$ cat config.mk
export PLATFORM = sky130hd
export DESIGN_NAME = softmax_unit
export DESIGN_NICKNAME = d
export VERILOG_FILES = /design/src/sm_pkg.sv /design/src/sm_ram.sv /design/src/sm_div.sv /design/src/softmax_unit.sv
export SDC_FILE = /design/constraint.sdc
export NUM_CORES = 2
export LEC_CHECK = 0
export BUFFER_PORTS_ARGS = -buffer_cell sky130_fd_sc_hd__buf_2
export CAP_MARGIN = 25
export CORE_MARGIN = 10
export CORE_UTILIZATION = 35
export CTS_CLUSTER_DIAMETER = 150
export DETAILED_ROUTE_END_ITERATION = 8
export GPL_TIMING_DRIVEN = 0
export MAX_ROUTING_LAYER = met4
export PLACE_DENSITY = 0.54
export SYNTH_ARGS = -nofsm -noshare
export SYNTH_HDL_FRONTEND = slang
export SYNTH_SLANG_ARGS = --single-unit
export TNS_END_PERCENT = 1
$ cat constraint.sdc
create_clock -name clk -period 31.4 [get_ports clk]
set_clock_uncertainty 0.2 [all_clocks]
set_input_delay 3.14 -clock clk [delete_from_list [all_inputs] [get_ports clk]]
set_output_delay 3.14 -clock clk [all_outputs]
set_load 0.02 [all_outputs]
$ cat src/sm_pkg.sv
// sm_pkg: shared types, constants and the exponential table for the softmax unit
// no dependencies; used by sm_div, softmax_unit and the testbench
`default_nettype none

package sm_pkg;

  localparam int MAX_ELEMENTS = 64;
  localparam int IDX_W        = $clog2(MAX_ELEMENTS);
  localparam int CNT_W        = IDX_W + 1;
  localparam int NUM_W        = 57;
  localparam int DEN_W        = 45;
  localparam int QUOT_W       = 16;
  localparam int SUM_W        = 23;
  localparam int EXP_W        = 17;
  localparam int MUL_W        = 24;
  localparam logic [MUL_W-1:0] LOG2E_Q16 = 24'd94548;

  typedef enum logic [3:0] {
    S_LOAD,
    S_RD,
    S_MUL_T,
    S_MUL_R,
    S_EXP,
    S_MUL_D,
    S_MUL_N,
    S_DIV_GO,
    S_DIV,
    S_OUT
  } sm_state_t;

  // 2^(-k/16) in Q16, k = 0..16
  function automatic logic [EXP_W-1:0] pow2_neg(input logic [4:0] k);
    logic [EXP_W-1:0] v;
    case (k)
      5'd0:    v = 17'd65536;
      5'd1:    v = 17'd62757;
      5'd2:    v = 17'd60097;
      5'd3:    v = 17'd57549;
      5'd4:    v = 17'd55109;
      5'd5:    v = 17'd52773;
      5'd6:    v = 17'd50535;
      5'd7:    v = 17'd48393;
      5'd8:    v = 17'd46341;
      5'd9:    v = 17'd44376;
      5'd10:   v = 17'd42495;
      5'd11:   v = 17'd40693;
      5'd12:   v = 17'd38968;
      5'd13:   v = 17'd37316;
      5'd14:   v = 17'd35734;
      5'd15:   v = 17'd34219;
      5'd16:   v = 17'd32768;
      default: v = 17'd32768;
    endcase
    return v;
  endfunction

endpackage

`default_nettype wire

$ cat src/sm_ram.sv
// sm_ram: generic single write port, single read port ram with registered read
// no dependencies
`default_nettype none

module sm_ram #(
  parameter int WIDTH = 16,
  parameter int DEPTH = 64
) (
  input  wire logic                     clk,
  input  wire logic                     we,
  input  wire logic [$clog2(DEPTH)-1:0] waddr,
  input  wire logic [WIDTH-1:0]         wdata,
  input  wire logic [$clog2(DEPTH)-1:0] raddr,
  output logic      [WIDTH-1:0]         rdata
);

  logic [WIDTH-1:0] mem [DEPTH];

  // write and registered read
  always_ff @(posedge clk) begin
    if (we) begin
      mem[waddr] <= wdata;
    end
    rdata <= mem[raddr];
  end

endmodule

`default_nettype wire

$ cat src/sm_div.sv
// sm_div: restoring divider, one quotient bit a cycle, 16-bit saturated quotient
// depends on sm_pkg
`default_nettype none

module sm_div (
  input  wire logic                       clk,
  input  wire logic                       rst,
  input  wire logic                       start,
  input  wire logic [sm_pkg::NUM_W-1:0]   num,
  input  wire logic [sm_pkg::DEN_W-1:0]   den,
  output logic                            done,
  output logic      [sm_pkg::QUOT_W-1:0]  quot
);
  import sm_pkg::*;

  localparam int SH_W = DEN_W + QUOT_W;

  logic              running;
  logic [4:0]        cnt;
  logic [NUM_W-1:0]  rem;
  logic [SH_W-1:0]   dsh;
  logic [QUOT_W-1:0] q;
  logic              sat;
  logic              fits;

  assign fits = {{(SH_W-NUM_W){1'b0}}, rem} >= dsh;
  assign quot = sat ? {QUOT_W{1'b1}} : q;

  // control
  always_ff @(posedge clk) begin
    if (rst) begin
      running <= 1'b0;
      done    <= 1'b0;
      cnt     <= '0;
    end else begin
      done <= 1'b0;
      if (start) begin
        running <= 1'b1;
        cnt     <= 5'd16;
      end else if (running) begin
        cnt <= cnt - 5'd1;
        if (cnt == 5'd0) begin
          running <= 1'b0;
          done    <= 1'b1;
        end
      end
    end
  end

  // datapath: first step decides saturation, then sixteen quotient bits
  always_ff @(posedge clk) begin
    if (start) begin
      rem <= num;
      dsh <= {den, {QUOT_W{1'b0}}};
      q   <= '0;
      sat <= 1'b0;
    end else if (running) begin
      if (fits) begin
        rem <= rem - dsh[NUM_W-1:0];
        if (cnt[4]) begin
          sat <= 1'b1;
        end else begin
          q[cnt[3:0]] <= 1'b1;
        end
      end
      dsh <= dsh >> 1;
    end
  end

endmodule

`default_nettype wire

$ cat src/softmax_unit.sv
// softmax_unit: top level, sequencer with shared multiplier, element store and divider
// depends on sm_pkg, sm_ram and sm_div
`default_nettype none

// Softmax over a vector of signed Q8.8 elements. Elements are taken one per cycle
// while busy is low; up to 64 are stored, later ones are dropped and flagged. The
// element with last_element set starts the computation and busy stays high until
// every result has been sent. The sequencer then makes two passes over the store,
// using one shared 24x24 multiplier: a summing pass through S_RD, S_MUL_T, S_MUL_R
// and S_EXP for each element, and an output pass that adds S_DIV_GO, S_DIV and
// S_OUT, plus S_MUL_D and S_MUL_N in derivative mode; S_DIV waits for the 17 steps
// of the bit-serial divider. Each result appears for exactly one cycle with
// result_valid high; there is no back-pressure, so the receiver must take every
// result as it comes. output_mode is sampled when the last element is accepted.
module softmax_unit (
  input  wire logic        clk,
  input  wire logic        rst,
  input  wire logic        start,
  output logic             busy,
  input  wire logic [15:0] element_value,
  input  wire logic        last_element,
  input  wire logic        mode_wr_en,
  input  wire logic        mode_wr_data,
  output logic             result_valid,
  output logic      [15:0] result_value,
  output logic             last_result,
  output logic             elements_dropped
);
  import sm_pkg::*;

  sm_state_t         state, state_next;
  logic              output_mode;
  logic              mode_act;
  logic              pass;
  logic [IDX_W-1:0]  idx;
  logic [CNT_W-1:0]  count;
  logic signed [15:0] run_max;
  logic [SUM_W-1:0]  exp_total;
  logic              ovf;
  logic [8:0]        yreg;
  logic [EXP_W-1:0]  hi_reg;
  logic [EXP_W-1:0]  e_reg;
  logic [DEN_W-1:0]  d_reg;
  logic [2*MUL_W-1:0] prod;
  logic [MUL_W-1:0]  mul_a, mul_b;
  logic [15:0]       rdata;
  logic              accept;
  logic              store_en;
  logic              idx_last;
  logic              div_start, div_done;
  logic [QUOT_W-1:0] div_quot;
  logic [NUM_W-1:0]  div_num;
  logic [DEN_W-1:0]  div_den;
  logic [15:0]       t_val;
  logic [4:0]        tk;
  logic [EXP_W-1:0]  tab_hi, tab_lo;
  logic [24:0]       interp;
  logic [EXP_W-1:0]  m_val;
  logic [17:0]       rnd_sum;
  logic [EXP_W-1:0]  e_comb;
  logic [SUM_W-1:0]  rest;

  assign accept   = start && !busy;
  assign store_en = accept && (count < CNT_W'(MAX_ELEMENTS));
  assign idx_last = ({1'b0, idx} + CNT_W'(1)) == count;

  // element store
  sm_ram #(.WIDTH(16), .DEPTH(MAX_ELEMENTS)) u_store (
    .clk   (clk),
    .we    (store_en),
    .waddr (count[IDX_W-1:0]),
    .wdata (element_value),
    .raddr (idx),
    .rdata (rdata)
  );

  // exponential: table lookup, interpolation and rounding shift
  assign t_val  = 16'(run_max - $signed(rdata));
  assign tk     = {1'b0, prod[23:20]};
  assign tab_hi = pow2_neg(tk);
  assign tab_lo = pow2_neg(tk + 5'd1);
  assign interp = {1'b0, prod[23:0]} + 25'd2048;
  assign m_val  = hi_reg - {4'b0, interp[24:12]};
  assign rnd_sum = {1'b0, m_val} + (18'd1 << (yreg[4:0] - 5'd1));

  always_comb begin
    if (yreg == 9'd0) begin
      e_comb = m_val;
    end else if (yreg > 9'd17) begin
      e_comb = '0;
    end else begin
      e_comb = EXP_W'(rnd_sum >> yreg[4:0]);
    end
  end

  assign rest = (exp_total >= SUM_W'(e_reg)) ? exp_total - SUM_W'(e_reg) : '0;

  // divider operands
  always_comb begin
    if (mode_act) begin
      div_num = NUM_W'({prod[39:0], 16'b0}) + NUM_W'(d_reg >> 1);
      div_den = d_reg;
    end else begin
      div_num = NUM_W'({e_reg, 16'b0}) + NUM_W'(exp_total >> 1);
      div_den = DEN_W'(exp_total);
    end
  end

  sm_div u_div (
    .clk   (clk),
    .rst   (rst),
    .start (div_start),
    .num   (div_num),
    .den   (div_den),
    .done  (div_done),
    .quot  (div_quot)
  );

  // next state
  always_comb begin
    state_next = state;
    case (state)
      S_LOAD:   if (accept && last_element) state_next = S_RD;
      S_RD:     state_next = S_MUL_T;
      S_MUL_T:  state_next = S_MUL_R;
      S_MUL_R:  state_next = S_EXP;
      S_EXP: begin
        if (!pass) begin
          state_next = S_RD;
        end else if (mode_act) begin
          state_next = S_MUL_D;
        end else begin
          state_next = S_DIV_GO;
        end
      end
      S_MUL_D:  state_next = S_MUL_N;
      S_MUL_N:  state_next = S_DIV_GO;
      S_DIV_GO: state_next = S_DIV;
      S_DIV:    if (div_done) state_next = S_OUT;
      S_OUT:    state_next = idx_last ? S_LOAD : S_RD;
      default:  state_next = S_LOAD;
    endcase
  end

  // outputs of the sequencer and multiplier operand select
  always_comb begin
    mul_a        = '0;
    mul_b        = '0;
    div_start    = 1'b0;
    busy         = (state != S_LOAD);
    result_valid = (state == S_OUT);
    case (state)
      S_MUL_T: begin
        mul_a = {8'b0, t_val};
        mul_b = LOG2E_Q16;
      end
      S_MUL_R: begin
        mul_a = MUL_W'(tab_hi - tab_lo);
        mul_b = {12'b0, prod[19:8]};
      end
      S_MUL_D: begin
        mul_a = MUL_W'(exp_total);
        mul_b = MUL_W'(exp_total);
      end
      S_MUL_N: begin
        mul_a = MUL_W'(e_reg);
        mul_b = MUL_W'(rest);
      end
      S_DIV_GO: div_start = 1'b1;
      default: begin
      end
    endcase
  end

  // state register
  always_ff @(posedge clk) begin
    if (rst) begin
      state <= S_LOAD;
    end else begin
      state <= state_next;
    end
  end

  // shared multiplier, registered
  always_ff @(posedge clk) begin
    prod <= mul_a * mul_b;
  end

  // control and vector state
  always_ff @(posedge clk) begin
    if (rst) begin
      output_mode <= 1'b0;
      mode_act    <= 1'b0;
      pass        <= 1'b0;
      idx         <= '0;
      count       <= '0;
      run_max     <= 16'sh8000;
      exp_total   <= '0;
      ovf         <= 1'b0;
    end else begin
      if (mode_wr_en) begin
        output_mode <= mode_wr_data;
      end
      case (state)
        S_LOAD: begin
          if (accept) begin
            if (store_en) begin
              count <= count + CNT_W'(1);
              if ($signed(element_value) > run_max) begin
                run_max <= $signed(element_value);
              end
            end else begin
              ovf <= 1'b1;
            end
            if (last_element) begin
              mode_act  <= output_mode;
              pass      <= 1'b0;
              idx       <= '0;
              exp_total <= '0;
            end
          end
        end
        S_EXP: begin
          if (!pass) begin
            exp_total <= exp_total + SUM_W'(e_comb);
            if (idx_last) begin
              pass <= 1'b1;
              idx  <= '0;
            end else begin
              idx <= idx + IDX_W'(1);
            end
          end
        end
        S_OUT: begin
          if (idx_last) begin
            count     <= '0;
            run_max   <= 16'sh8000;
            exp_total <= '0;
            ovf       <= 1'b0;
            pass      <= 1'b0;
            idx       <= '0;
          end else begin
            idx <= idx + IDX_W'(1);
          end
        end
        default: begin
        end
      endcase
    end
  end

  // datapath registers
  always_ff @(posedge clk) begin
    if (state == S_MUL_R) begin
      yreg   <= prod[32:24];
      hi_reg <= tab_hi;
    end
    if (state == S_EXP) begin
      e_reg <= e_comb;
    end
    if (state == S_MUL_N) begin
      d_reg <= prod[DEN_W-1:0];
    end
    if (state == S_DIV && div_done) begin
      result_value     <= div_quot;
      last_result      <= idx_last;
      elements_dropped <= ovf;
    end
  end

`ifndef SYNTH
  // a result only goes out inside a vector's computation
  a_valid_busy: assert property (@(posedge clk) disable iff (rst)
    result_valid |-> busy) else $error("result outside computation");

  // the last element starts the computation
  a_last_starts: assert property (@(posedge clk) disable iff (rst)
    (start && !busy && last_element) |=> busy) else $error("last element ignored");

  // the final result of a vector frees the block
  a_last_frees: assert property (@(posedge clk) disable iff (rst)
    (result_valid && last_result) |=> !busy) else $error("block stuck after last result");

  // stored count never exceeds the store
  a_count_cap: assert property (@(posedge clk) disable iff (rst)
    count <= CNT_W'(MAX_ELEMENTS)) else $error("element count beyond capacity");
`endif

endmodule

`default_nettype wire

# ---- After elaboration in Yosys (flattened, before gate mapping)
# Memories as Yosys holds them, arrays and structs flattened. A register that Yosys moved wholly into a read port is not among the register bits.
# Cells that the tools add are included.
# W data, S select, Z words.
dict set report totals {
  register_bits 353
  ramBits 1024
  rom_bits 1088
  inputBits 22
  output_inout_bits 20
  word_cells 161
  n_memories 3
}
# memory depth width rd rd_clocked_by_memory_dff write_ports line
set mem_list {}
lappend mem_list {u_store.mem 64 16 1 1 1 sm_ram.sv:17} ;# logic [WIDTH-1:0] mem [DEPTH];
lappend mem_list {{(name not given)} 32 17 1 0 0 sm_pkg.sv:34} ;# case (k)
lappend mem_list {{(name not given)} 32 17 1 1 0 sm_pkg.sv:34}
dict set report op_classes {
  n_addsub 16
  mul 1
  magnitude_cmp 7
  eq_ne 19
  n_shift 2
  mux 57
  n_bitwise 3
  n_reduce_logical 27
}
# operator n
set op_table {}
lappend op_table {{$mux W57} 4}
lappend op_table {{$mux W61} 2}
lappend op_table {{$mux W23} 5}
lappend op_table {{$pmux W24 S4} 1}
lappend op_table {{$pmux W23 S4} 1}
lappend op_table {{$pmux W23 S3} 1}
lappend op_table {{$mux W16} 4}
lappend op_table {{$ge A57 B61 Y1} 1}
lappend op_table {{$add A56 B44 Y57} 1}
lappend op_table {{$sub A57 B57 Y57} 1}
lappend op_table {{$mul A24 B23 Y45} 1}
lappend op_table {{$mux W45} 1}
lappend op_table {{$pmux W4 S10} 1}
lappend op_table {{$add A33 B22 Y34} 1}
lappend op_table {{$mux W17} 2}
lappend op_table {{$pmux W16 S2} 1}
lappend op_table {{$add A24 B12 Y25 const B} 1}
lappend op_table {{$mux W6} 4}
lappend op_table {{$add A23 B17 Y23} 1}
lappend op_table {{$ge A23 B17 Y1} 1}
lappend op_table {{$sub A23 B17 Y23} 1}
lappend op_table {{$mux W7} 3}
lappend op_table {{$add A17 B18 Y18} 1}
lappend op_table {{$pmux W6 S3} 1}
lappend op_table {{other kinds (47)} 91}

# ---- Longest topological paths before layout
dict set report logic_depth {
  ltp_word 9
  ltp_mapped 44
  mapped_depth_nobuf 42
}

# ---- Cells and area by module
# From an unflattened synthesis, not the netlist that was laid out.
dict set report unflattened {
  hier_cells 7082
  area_unflattened_um2 84850.1
}
# module instances cells_per_inst area_each_um2 seq_area_each_um2
set by_module_without_submodules {}
lappend by_module_without_submodules {sm_ram 1 1829 40047.2 31069.8}
lappend by_module_without_submodules {softmax_unit 1 4129 35217.5 5625.4}
lappend by_module_without_submodules {sm_div 1 1124 9585.4 3863.7}

# ---- Worst setup path before layout
# Ideal clock, no wire load.
dict set report synth_timing {
  kind {reg2reg}
  from {register prod[21]}
  to {register, netlist name tab_hi[10]}
  setup_ps 117
  arrival_ps 10346
  t_required_ps 31083
  slack_ps 20737
  stages_incl_launch_ff 37
  path_buffers 1
  synth_period_minus_slack_ps 10663
  cell_sequence {dfxtp_1 > nand3_1 > xnor2_1 > mux4_2 > or2_2 > ha_1 > nor2b_1 > o2111ai_1 > nand3_1 > a31o_2 > a31o_2 > a41o_1 > a21oi_1 > xor2_1 > o21ai_0 > clkbuf_1 > nand2_1 > fa_1 > fa_1 > fa_1 > fa_1 > inv_1 > fa_1 > fa_1 > inv_1 > fa_1 > inv_1 > ha_1 > a211o_1 > nor4_1 > a211oi_1 > o21ai_1 > a21boi_0 > o31ai_1 > inv_1 > or2_2 > o22a_1}
}
dict set report synth_between {
  elab_chain_cells 5
}
# element line
set synth_lines {}
lappend synth_lines {{start: declaration} softmax_unit.sv:44} ;# logic [2*MUL_W-1:0] prod;
lappend synth_lines {{start signal: assignment} softmax_unit.sv:186} ;# prod <= mul_a * mul_b;
lappend synth_lines {{$add A4 B1 Y5} softmax_unit.sv:81} ;# assign tab_lo = pow2_neg(tk + 5'd1);
lappend synth_lines {{$mem_v2 Z32 W17} --}
lappend synth_lines {{$sub A17 B17 Y18} softmax_unit.sv:158} ;# mul_a = MUL_W'(tab_hi - tab_lo);
lappend synth_lines {{$pmux W24 S4} softmax_unit.sv:152} ;# case (state)
lappend synth_lines {{$mul A24 B23 Y45} softmax_unit.sv:186}
# No other way between the ends.
# A chain may end at the register's enable or synchronous reset.

# ---- Worst setup path in the final report
dict set report layout_timing {
  from {register prod[21]}
  to {register, netlist name tab_hi[3]}
}
dict set report layout_between {
  elab_chain_cells 5
}
# element line
set layout_lines {}
lappend layout_lines {{$add A4 B1 Y5} softmax_unit.sv:81}
lappend layout_lines {{$mem_v2 Z32 W17} --}
lappend layout_lines {{$sub A17 B17 Y18} softmax_unit.sv:158}
lappend layout_lines {{$pmux W24 S4} softmax_unit.sv:152}
lappend layout_lines {{$mul A24 B23 Y45} softmax_unit.sv:186}
# No other way between the ends.

==> results.cfg <==
[synthesis]
synth_edf_count = 1232
syn_avg_cell_area_um2 = 12.59
yosys.area.top_type = edfxtp_1
synth_warnings = 0
synth_ff_type = edfxtp_1
syn_inst = 6623
ys_ff_latch = 1410
synth.top_cell.area_share = 0.4438
syn_area_um2 = 83360
synth.area.top_cells = edfxtp_1, fa_1, mux4_2
async_flop_share = 0
yosysUniqueCellTypes = 87
synth.yosys.seq_area_share = 0.4866

[setup_path]
reg2reg_depth = 36
cp_slowest_stage_delay_ns = 0.82
path_class = reg2reg
crit_end = tab_hi[3]$_DFF_P_
cpMaxStageDelayCell = dfxtp_1
crit_fanout = 11
reg2reg_slack_ns = 17.43
timing.rr.start = prod[21]$_DFF_P_
critPathCaptureType = flip-flop
r2r_end = tab_hi[3]$_DFF_P_
startpoint = prod[21]$_DFF_P_
startpoint_type = flip-flop
crit_arrival_ns = 14.42
cpMostUsedCell = fa_1
crit_required_ns = 31.86

[final_layout]
layout.cells.most_common = edfxtp_1
seqCellArea_um2 = 40560
final_cell_mix = edfxtp_1, inv_1, nand2_1
largest_reg_flops = 1024
final_util = 0.3967
syn_to_final_growth_pct = 12.98
top_register = u_store.mem
drive_above_1_share = 0.1195
fillers = 22560
design_area_um2 = 94180
nets = 7797
multi_input_area_um2 = 39170
reg_top3 = u_store.mem: 1024 flops, u_div.dsh: 61 flops, u_div.rem: 57 flops

[detailed_routing]
routed_via_density = 5.387
wirelength_um = 261900
dr.pass1.iters = 6
route.detailed.drc = 0
vias = 55050
post_drt_wl_per_cell_um = 25.63
ant_nets = 0
drtIter0Drc = 5175

[clock_tree]
ctsRootBufferMaster = clkbuf_16
clkTransAtPathRegs_ns = 0.06
cts_htree_levels = 4
cts_buffer_depth = 3
post-cts-setup-buffers = 0
cts_sinks = 1410
cts_hold_buf = 0
cts_resized = 0
insertion_delay_ns = 0.82
cts_tree = yes
cts_buffers = 149

[floorplan]
rows = 179
dieArea_um2 = 258100
die_w_um = 508.0
io_pins = 42
die_h_um = 508.0
start_util = 0.3511
coreArea_um2 = 237400

[power_and_ir_drop]
powerDensity_nw_per_um2 = 48.04
irDropWorstVdd_mv = 0.05442
p_leak_nw = 34.51
power_mw = 4.525

[place]
hpwlAfterDp_um = 199500
dpl_cell_area_um2 = 89150
portBuffers = 40
place_congestion = 0.9496

[global_route]
first_global_vias = 55040
grt.overflow.total = 0
grt_max_degree = 67
grt_use_total = 0.2040
met2_usage = 0.3272
busiest_layer = met2
antenna_found_initial = 21
grt.met3_usage = 0.02709
grt_pass1_wl_um = 379900
grt_use_met1 = 0.2636

[sta]
whs_ns = 0.2677
finalSetupViolCount = 0
timing.slew.headroom = 0.2333
clock.fmax_mhz = 71.59
min_period_ns = 13.97
grt_setup_unrepaired = false
setup_tns_ns = 0
worst_pin_slew_ns = 1.140
hold_viol = 0
period_share = 0.4448
drv_slew = 0

[hold_path]
hp-class = reg2reg

[job]
maxCapViolCount = 0

[status]
status = completed
-- synth_stat cells, types with 11 or more instances --
master    count
a211oi_1     42
a21boi_0     13
a21o_1       99
a21oi_1     280
a22o_1       25
a22oi_1      17
a31oi_1      21
a41oi_1      24
and2_1      101
and3_1       36
buf_1        49
clkbuf_1    233
dfxtp_1     178
edfxtp_1   1232
fa_1        467
ha_1        392
inv_1       731
mux2i_1      69
mux4_2      340
nand2_1     605
nand2b_1     55
nand3_1     102
nand3b_1     11
nand4_1      30
nor2_1      461
nor2b_1      65
nor3_1       82
nor4_1       16
o211ai_1     28
o21a_1       52
o21ai_0     209
o21bai_1     19
o22ai_1      32
o31ai_1      15
or2_2        32
or3_1        27
or3b_2       16
xnor2_1     158
xor2_1       91
-- worst min path at each step --
stage                              from                         end  slack [ns]  depth (start not counted)
2_1_floorplan          prod[40]$_DFF_P_         d_reg[40]$_DFFE_PP_        0.19                          0
3_3_place_gp   u_div.q[12]$_SDFFE_PP0P_    u_div.q[12]$_SDFFE_PP0P_        0.25                          2
3_5_place_dp           ovf$_SDFFE_PP0P_  elements_dropped$_DFFE_PP_        0.25                          0
4_1_cts         u_div.q[4]$_SDFFE_PP0P_     u_div.q[4]$_SDFFE_PP0P_        0.27                          2
5_1_grt                prod[44]$_DFF_P_         d_reg[44]$_DFFE_PP_        0.27                          0
6_report        u_div.q[4]$_SDFFE_PP0P_     u_div.q[4]$_SDFFE_PP0P_        0.27                          2
-- area by class of cell --
cell class              instances  share of cell area
repair buffers                135             0.01719
diodes                         15           0.0003985
clock inverters                87             0.01088
multi-input cells            4195              0.4159
well taps                    3167             0.04207
inverters                     735             0.02929
flip-flops and latches       1410              0.4306
plain buffers                 290             0.01188
clock buffers                 185             0.04178
-- worst max-delay path, delay by kind of cell, from the launching register on --
kind | cells | cell delay [ns]
flip-flops | 1 | 0.82
XOR/XNOR | 3 | 1.63
multiplexers | 1 | 0.62
adder cells (fa/ha/maj) | 9 | 4.31
AO/OA/AOI/OAI | 8 | 2.28
buffers and inverters | 7 | 2.30
AND/OR/NAND/NOR | 8 | 1.61
-- stage by stage --
stage,setup slack [ns],instances
3_5_place_dp,17.52,9930
4_1_cts,17.45,10200
6_report,17.43,10220
5_1_grt,16.82,10210
3_3_place_gp,16.41,9837
2_1_floorplan,20.74,6630
-- power breakdown --
group | leakage, nW | internal (mW) | switching [mW] | total [mW]
clock network | 2.37 | 1.00 | 0.789 | 1.79
registers | 12.6 | 2.06 | 0.0465 | 2.11
logic | 19.5 | 0.207 | 0.417 | 0.623
-- routing by layer --
metal	up-vias	wire, µm
li1	24340	-
met1	28310	110000
met2	1934	124900
met3	463	15360
met4	0	11600
met5	-	0
-- kinds of logic after synthesis --
group,after synthesis,share of synthesized area
AOI/OAI and AO/OA,1001,0.07769
xor gates and xnor gates,249,0.02616
adders and majority gates,859,0.1710
buffers and inverters,1025,0.04645
DFF,1410,0.4866
muxes,412,0.1005
other,2,0.00009009
and+or+nand+nor,1665,0.09151
No activity file was read; power rests on OpenSTA's default activity.
